$ cat config.mk
export PLATFORM = sky130hd
export DESIGN_NAME = hsd_ram
export DESIGN_NICKNAME = d
export VERILOG_FILES = /design/src/rtl/hsd_ram.sv
export SDC_FILE = /design/constraint.sdc
export NUM_CORES = 1
export LEC_CHECK = 0
export BUFFER_PORTS_ARGS = -buffer_cell sky130_fd_sc_hd__buf_2
export CORE_MARGIN = 8
export CORE_UTILIZATION = 40
export DETAILED_ROUTE_END_ITERATION = 8
export PLACE_DENSITY_LB_ADDON = 0.08
export SYNTH_ARGS = -nofsm -noshare
export SYNTH_HDL_FRONTEND = slang
export SYNTH_SLANG_ARGS = --single-unit
$ cat constraint.sdc
create_clock -name clk -period 4.7 [get_ports clk]
set_input_delay 0.705 -clock clk [delete_from_list [all_inputs] [get_ports clk]]
set_output_delay 0.705 -clock clk [all_outputs]
set_load 0.02 [all_outputs]
$ cat src/rtl/hsd_ram.sv
// Generic single-write, single-read RAM with registered read data.
// No dependencies.
`timescale 1ns / 1ps

module hsd_ram #(
    parameter int WIDTH  = 8,
    parameter int DEPTH  = 16,
    parameter int ADDR_W = $clog2(DEPTH)
) (
    input  logic              clk,
    input  logic              wr_en,
    input  logic [ADDR_W-1:0] wr_addr,
    input  logic [WIDTH-1:0]  wr_data,
    input  logic [ADDR_W-1:0] rd_addr,
    output logic [WIDTH-1:0]  rd_data
);

    logic [WIDTH-1:0] mem [DEPTH];

    always_ff @(posedge clk)
    begin
        if (wr_en)
        begin
            mem[wr_addr] <= wr_data;
        end
        rd_data <= mem[rd_addr];
    end

endmodule

==> out/metrics.cfg, run 1 <==
[run_status]
outcome=finished, final reports clean

[route]
vias=2344
routedWlPerCell_um=23.1
drc_errors=0
drt_iter0_drc=187
routed_wl_mm=10.4
routed_via_density=5.20
dr.pass1.iters=4
postRouteAntennaNets=0

[layout]
final_cell_area_mm2=0.00595
area_delta_synth_final_pct=15.7
drive_gt1_share_pct=25.8
finalNetCount=284
diodes=0

[floorplan]
fp.coreArea_mm2=0.0126
die_h_um=129
start_util_pct=40.8
ioPinCount=26
num_rows=41
dieWidth_um=129
die_area_mm2=0.0168

[synth]
yosysMostFrequentCell=edfxtp_1
yosys.area.top_type_share_pct=74.7
synth_mux_area_share_pct=15.0
yosys.area.top_type=edfxtp_1
synth_top_family_by_area=multiplexers
async_flop_share_pct=0
ys.flop_type=edfxtp_1
synth-simple-area-share_pct=3.18
netlist_instances=229
synth_edf_count=128
synth_compound_area_share_pct=2.33
synth-seq-cells=136
syn_area_per_cell_um2=22.5
synthTopCellsByCount=edfxtp_1, mux4_2, a22oi_1
syn_nets=247
synth_area_leaders=edfxtp_1, mux4_2, mux4_1, dfxtp_1, a22oi_1
synthAdderAreaFrac_pct=0
synth_area_mm2=0.00515
synth_cell_type_count=19
yosysWarnings=0
synth-xor-area-share_pct=0
seq_area_frac_synth_pct=77.8

[clocking]
postCtsSetupRepairBufs=0
cts_root_buf=clkbuf_16
h-tree-depth=4
cts_sinks=136
ctsHoldBuffers=0
ctsResizeCount=0
tritoncts=done
numCtsBuffers=17
clk_pin_slew_ps=50
clk_latency_ps=410
cts_buffer_depth=2

[sta]
setup_ws_ps=2390
clock_skew_ps=6.26
min_period_ps=2310
hold_ws_ps=677
worstMarginPinSlew_ps=1060
slew_headroom_pct=29.4
slew_viol_final=0
setup_violations=0
tns_ps=0
hold_viol_final=0
rsz0062_at_grt=no
fin_crit_sh_pct=49.0
fmax_ghz=0.434

[worst_setup_path]
path_buf_inv=2
critPathSlowestCell=mux4_1
arrival_ps=2600
crit_required_ps=5000
critPathMaxStageDelay_ps=580
start_kind=primary input
end_kind=flop
critPathTopFamily=buffers and inverters
path_max_fanout=21
worstSetupPathType=in2reg
cp_cell_sequence=buf_2, buf_4, mux4_1, a22oi_1, nand2_1

[power_and_ir_drop]
power_per_cell_area_mw_per_mm2=447
p_leak_uw=0.00196
ir_drop_mv=0.256

[hold_path]
hp-class=reg2reg

[global_route]
antenna_found_initial=0
overflow=0
grt_max_degree=33
grt_pass1_vias=2547
grt_pass1_wl_mm=15.8
grtUsageTotal_pct=13.7

[place]
gp_congestion=0.681
port_buffers=25
placed_area_mm2=0.00543
post-dp-hpwl_mm=6.47
pre_cts_ws_ps=1850

[run]
max_cap_viol_count=0

## stage by stage
stage | power (µW) | std cells | utilization (%)
detailed placement | 1520 | 419 | 43.0
finish | 2660 | 451 | 47.2
global placement | 1520 | 419 | 43.0
global route | 2740 | 451 | 47.2
CTS | 2690 | 451 | 47.1
floorplan | 1470 | 229 | -
## path summary, 6_finish.rpt
kind	start	to	slack (ps)	cells past startpoint
setup reg to reg	mem[1][7]	rd_data[7]	3350	3
hold / removal	mem[7][3]	rd_data[3]	680	3
hold reg to reg	mem[7][3]	rd_data[3]	680	3
setup / recovery	rd_addr[0]	rd_data[5]	2390	5
## cell families after synthesis
family | Yosys count
flops | 136
buf+inv | 10
mux | 32
compound gates | 16
simple gates | 35
## placed cells by master (no fill, tap or decap)
cell	Yosys	final
clkinv_4	0	1
nand2_1	9	9
buf_2	3	25
bufinv_16	0	1
clkbuf_1	0	2
clkinv_2	0	3
nor3_2	0	2
edfxtp_1	128	128
and2b_1	1	1
nor2_1	13	13
and2_1	1	1
a22oi_1	16	16
dfxtp_1	8	8
nand3b_1	2	2
nand3_1	1	1
clkbuf_16	0	17
mux4_2	18	18
buf_4	1	3
nor3_1	4	2
mux4_1	14	14
nand2b_1	2	2
clkinvlp_4	0	1
nor2b_1	1	1
clkinv_1	0	7
or3b_2	1	1
## layer usage
| layer | share of wire (%) | up-vias | wire, µm | global-route usage [%] |
|---|---|---|---|---|
| met1 | 49 | 1235 | 5140 | 18.6 |
| met3 | 3.8 | 13 | 398 | 4.85 |
| met5 | 0 | - | 0 | 0 |
| met4 | 1.4 | 0 | 148 | 5.33 |
| li1 | - | 1049 | - | - |
| met2 | 45 | 47 | 4720 | 19.9 |
## state kept, by name, indices dropped and copies added (netlist names)
signal	flops
rd_data	8
mem	128
## worst reg2reg max path, delay by kind of cell, from the launching register on
kind	cells	cell delay (ps)
AND/OR/NAND/NOR	1	160
flip-flops	1	360
AO/OA/AOI/OAI	1	230
multiplexers	1	450
## area by class of cell
cell class | count | area, µm²
clock buffer | 19 | 433
clock inverter | 13 | 87.6
fill | 1085 | 6670
multi-input combinational | 83 | 1070
sequential | 136 | 4000
tap | 172 | 215
timing repair buffer | 28 | 148
## report_power, final
part / total [µW] / switching [µW] / internal, µW
sequential: 1360 / 6.99 / 1360
combinational: 129 / 80.3 / 49.2
clock: 1170 / 458 / 709
Note: power is estimated with default switching activity, not from simulation.
==> run 2: changes to the inputs <==
Clock period 4.7 ns to 2.2 ns, I/O delays scaled along.
==> run 2 against run 1 <==
Clock-buffer cell count rose by 1; largest cell class unchanged; largest power group unchanged; critical path type is now reg2reg; cell area increased by 3.8%; cell count rose by 4.4%; via count grew 4.9%; critical path depth shrank 2.
==> out/metrics.cfg, run 2 (synthesized netlist as in run 1, its figures left out) <==
[global_route]
antenna_found_initial=2  ; was 0
grt_pass1_wl_mm=16.8  ; was 15.8 mm
grtUsageTotal_pct=14.4  ; was 13.7%
grt_pass1_vias=2607  ; was 2547
overflow=0  ; unchanged
grt_max_degree=27  ; was 33

[hold_path]
hold-path-endpoint=mem[10][4]  ; was rd_data[3]
hp-start=wr_data[4]  ; was mem[7][3]
whs_path_depth=1  ; was 3
hp-class=in2reg  ; was reg2reg

[route]
routed_wl_mm=11.0  ; was 10.4 mm
postRouteAntennaNets=0  ; unchanged
routedWlPerCell_um=23.3  ; was 23.1 µm
vias=2458  ; was 2344
dr.pass1.iters=4  ; unchanged
drc_errors=0  ; unchanged
drt_iter0_drc=133  ; was 187
routed_via_density=5.22  ; was 5.20

[run]
max_cap_viol_count=0  ; unchanged

[clocking]
clk_latency_ps=410  ; about the same
clk_pin_slew_ps=60  ; was 50 ps
ctsResizeCount=0  ; unchanged
cts_root_buf=clkbuf_16  ; unchanged
ctsHoldBuffers=0  ; unchanged
tritoncts=done  ; unchanged
h-tree-depth=4  ; unchanged
postCtsSetupRepairBufs=0  ; unchanged
cts_sinks=136  ; unchanged
cts_buffer_depth=2  ; unchanged
numCtsBuffers=17  ; unchanged

[layout]
final_cell_area_mm2=0.00618  ; was 0.00595 mm²
final_common_cell=edfxtp_1  ; unchanged
reg_top3=mem x128, rd_data x8  ; unchanged
diodes=0  ; unchanged
finalNetCount=304  ; was 284
final_cells=471  ; was 451
fillers=1059  ; was 1085
top_register=mem  ; unchanged
largest_reg_flops=128  ; unchanged
drive_gt1_share_pct=31.4  ; was 25.8%
final_cell_mix=edfxtp_1, buf_2, buf_4  ; was edfxtp_1, buf_2, mux4_2
area_delta_synth_final_pct=20.1  ; was 15.7%

[place]
port_buffers=25  ; unchanged
post-dp-hpwl_mm=6.92  ; was 6.47 mm
placed_area_mm2=0.00561  ; was 0.00543 mm²
gp_congestion=0.699  ; was 0.681
numPlacedInstances=439  ; was 419

[floorplan]
die_h_um=129  ; unchanged
ioPinCount=26  ; unchanged
num_rows=41  ; unchanged
dieWidth_um=129  ; unchanged
start_util_pct=40.8  ; unchanged
fp.coreArea_mm2=0.0126  ; unchanged
die_area_mm2=0.0168  ; unchanged

[worst_setup_path]
ff2ff_path_depth=3  ; unchanged
arrival_ps=1700  ; was 2600 ps
r2r-start=mem[1][7]  ; unchanged
start_kind=flop  ; was primary input
rrSetupSlack_ps=780  ; was 3350 ps
path_max_fanout=1  ; was 21
crit_required_ps=2480  ; was 5000 ps
worstSetupPathType=reg2reg  ; was in2reg
r2r_end=rd_data[7]  ; unchanged
end_kind=flop  ; unchanged

[power_and_ir_drop]
ir_drop_mv=0.581  ; was 0.256 mV
switching_share_pct=19.8  ; was 20.5%
p_comb_share_pct=5.0  ; was 4.9%
seqPwrFrac_pct=48.9  ; was 51.3%
total_power_uw=5960  ; was 2660 µW
clockPowerShare_pct=46.1  ; was 43.9%
power_per_cell_area_mw_per_mm2=964  ; was 447 mW/mm²
p_leak_uw=0.00211  ; was 0.00196 µW
intPower_uw=4780  ; was 2120 µW
netSwitchingPower_uw=1180  ; was 545 µW

[sta]
slew_viol_final=0  ; unchanged
min_period_ps=1420
slew_headroom_pct=71.1  ; was 29.4%
tns_ps=0  ; unchanged
fmax_ghz=0.706
rsz0062_at_grt=no  ; unchanged
hold_viol_final=0  ; unchanged
fin_crit_sh_pct=64.4
setup_violations=0  ; unchanged
hold_ws_ps=311  ; was 677 ps
clock_skew_ps=4.78  ; was 6.26 ps
worstMarginPinSlew_ps=434  ; was 1060 ps

[run_status]
outcome=finished, final reports clean  ; unchanged

## run 2: cell types whose count changed in the layout (fill, tap and decap cells not counted), sizes merged
cell | previous run | this run
clkinv | 11 | 8
buf | 28 | 48
bufinv | 1 | 3
clkbuf | 19 | 20
## run 2: final cells by class
type                            instances  area, µm²  share of cell area [%]
Clock inverter                         12        135                    2.19
Sequential cell                       136       4000                    64.8
Multi-Input combinational cell         83       1060                    17.1
Clock buffer                           20        437                    7.06
Timing Repair Buffer                   48        335                    5.42
Tap cell                              172        215                    3.48
## run 2: metal layers
| metal | vias up | GRT usage [%] | part of all wire (%) |
|---|---|---|---|
| met1 | 1294 | 19.3 | 48 |
| li1 | 1087 | - | - |
| met3 | 14 | 4.52 | 4.3 |
| met5 | - | 0 | 0.22 |
| met2 | 59 | 21.3 | 46 |
| met4 | 4 | 5.81 | 1.6 |
## run 2: how the worst max path moves through the flow
stage | start | end | slack [ps] | cells after the start
2_1_floorplan | wr_addr[2] | mem[0][0] | 380 | 2
3_3_place_gp | rd_addr[0] | rd_data[0] | 360 | 5
3_5_place_dp | rd_addr[0] | rd_data[0] | 380 | 5
4_1_cts | mem[1][0] | rd_data[0] | 770 | 3
5_1_grt | mem[0][7] | rd_data[7] | 720 | 3
6_report | mem[1][7] | rd_data[7] | 780 | 3
## run 2: worst max-delay path: stages, from the launching register on
cell	delay [ps]
edfxtp_1	370
mux4_2	460
a22oi_1	350
nand2_1	110
## run 2: power by group through the flow
stage	clock (µW)	combinational (µW)	sequential (µW)
floorplan	0	147	2980
global placement	0	302	2970
detailed placement	0	306	2970
CTS	2790	306	2920
global route	2900	326	2920
finish	2750	298	2920
## run 2: through the flow
step                setup slack [ps]  utilization [%]
global route                     715             49.0
CTS                              770             49.0
global placement                 360             44.5
finish                           784             49.0
detailed placement               384             44.5
floorplan                        377                -
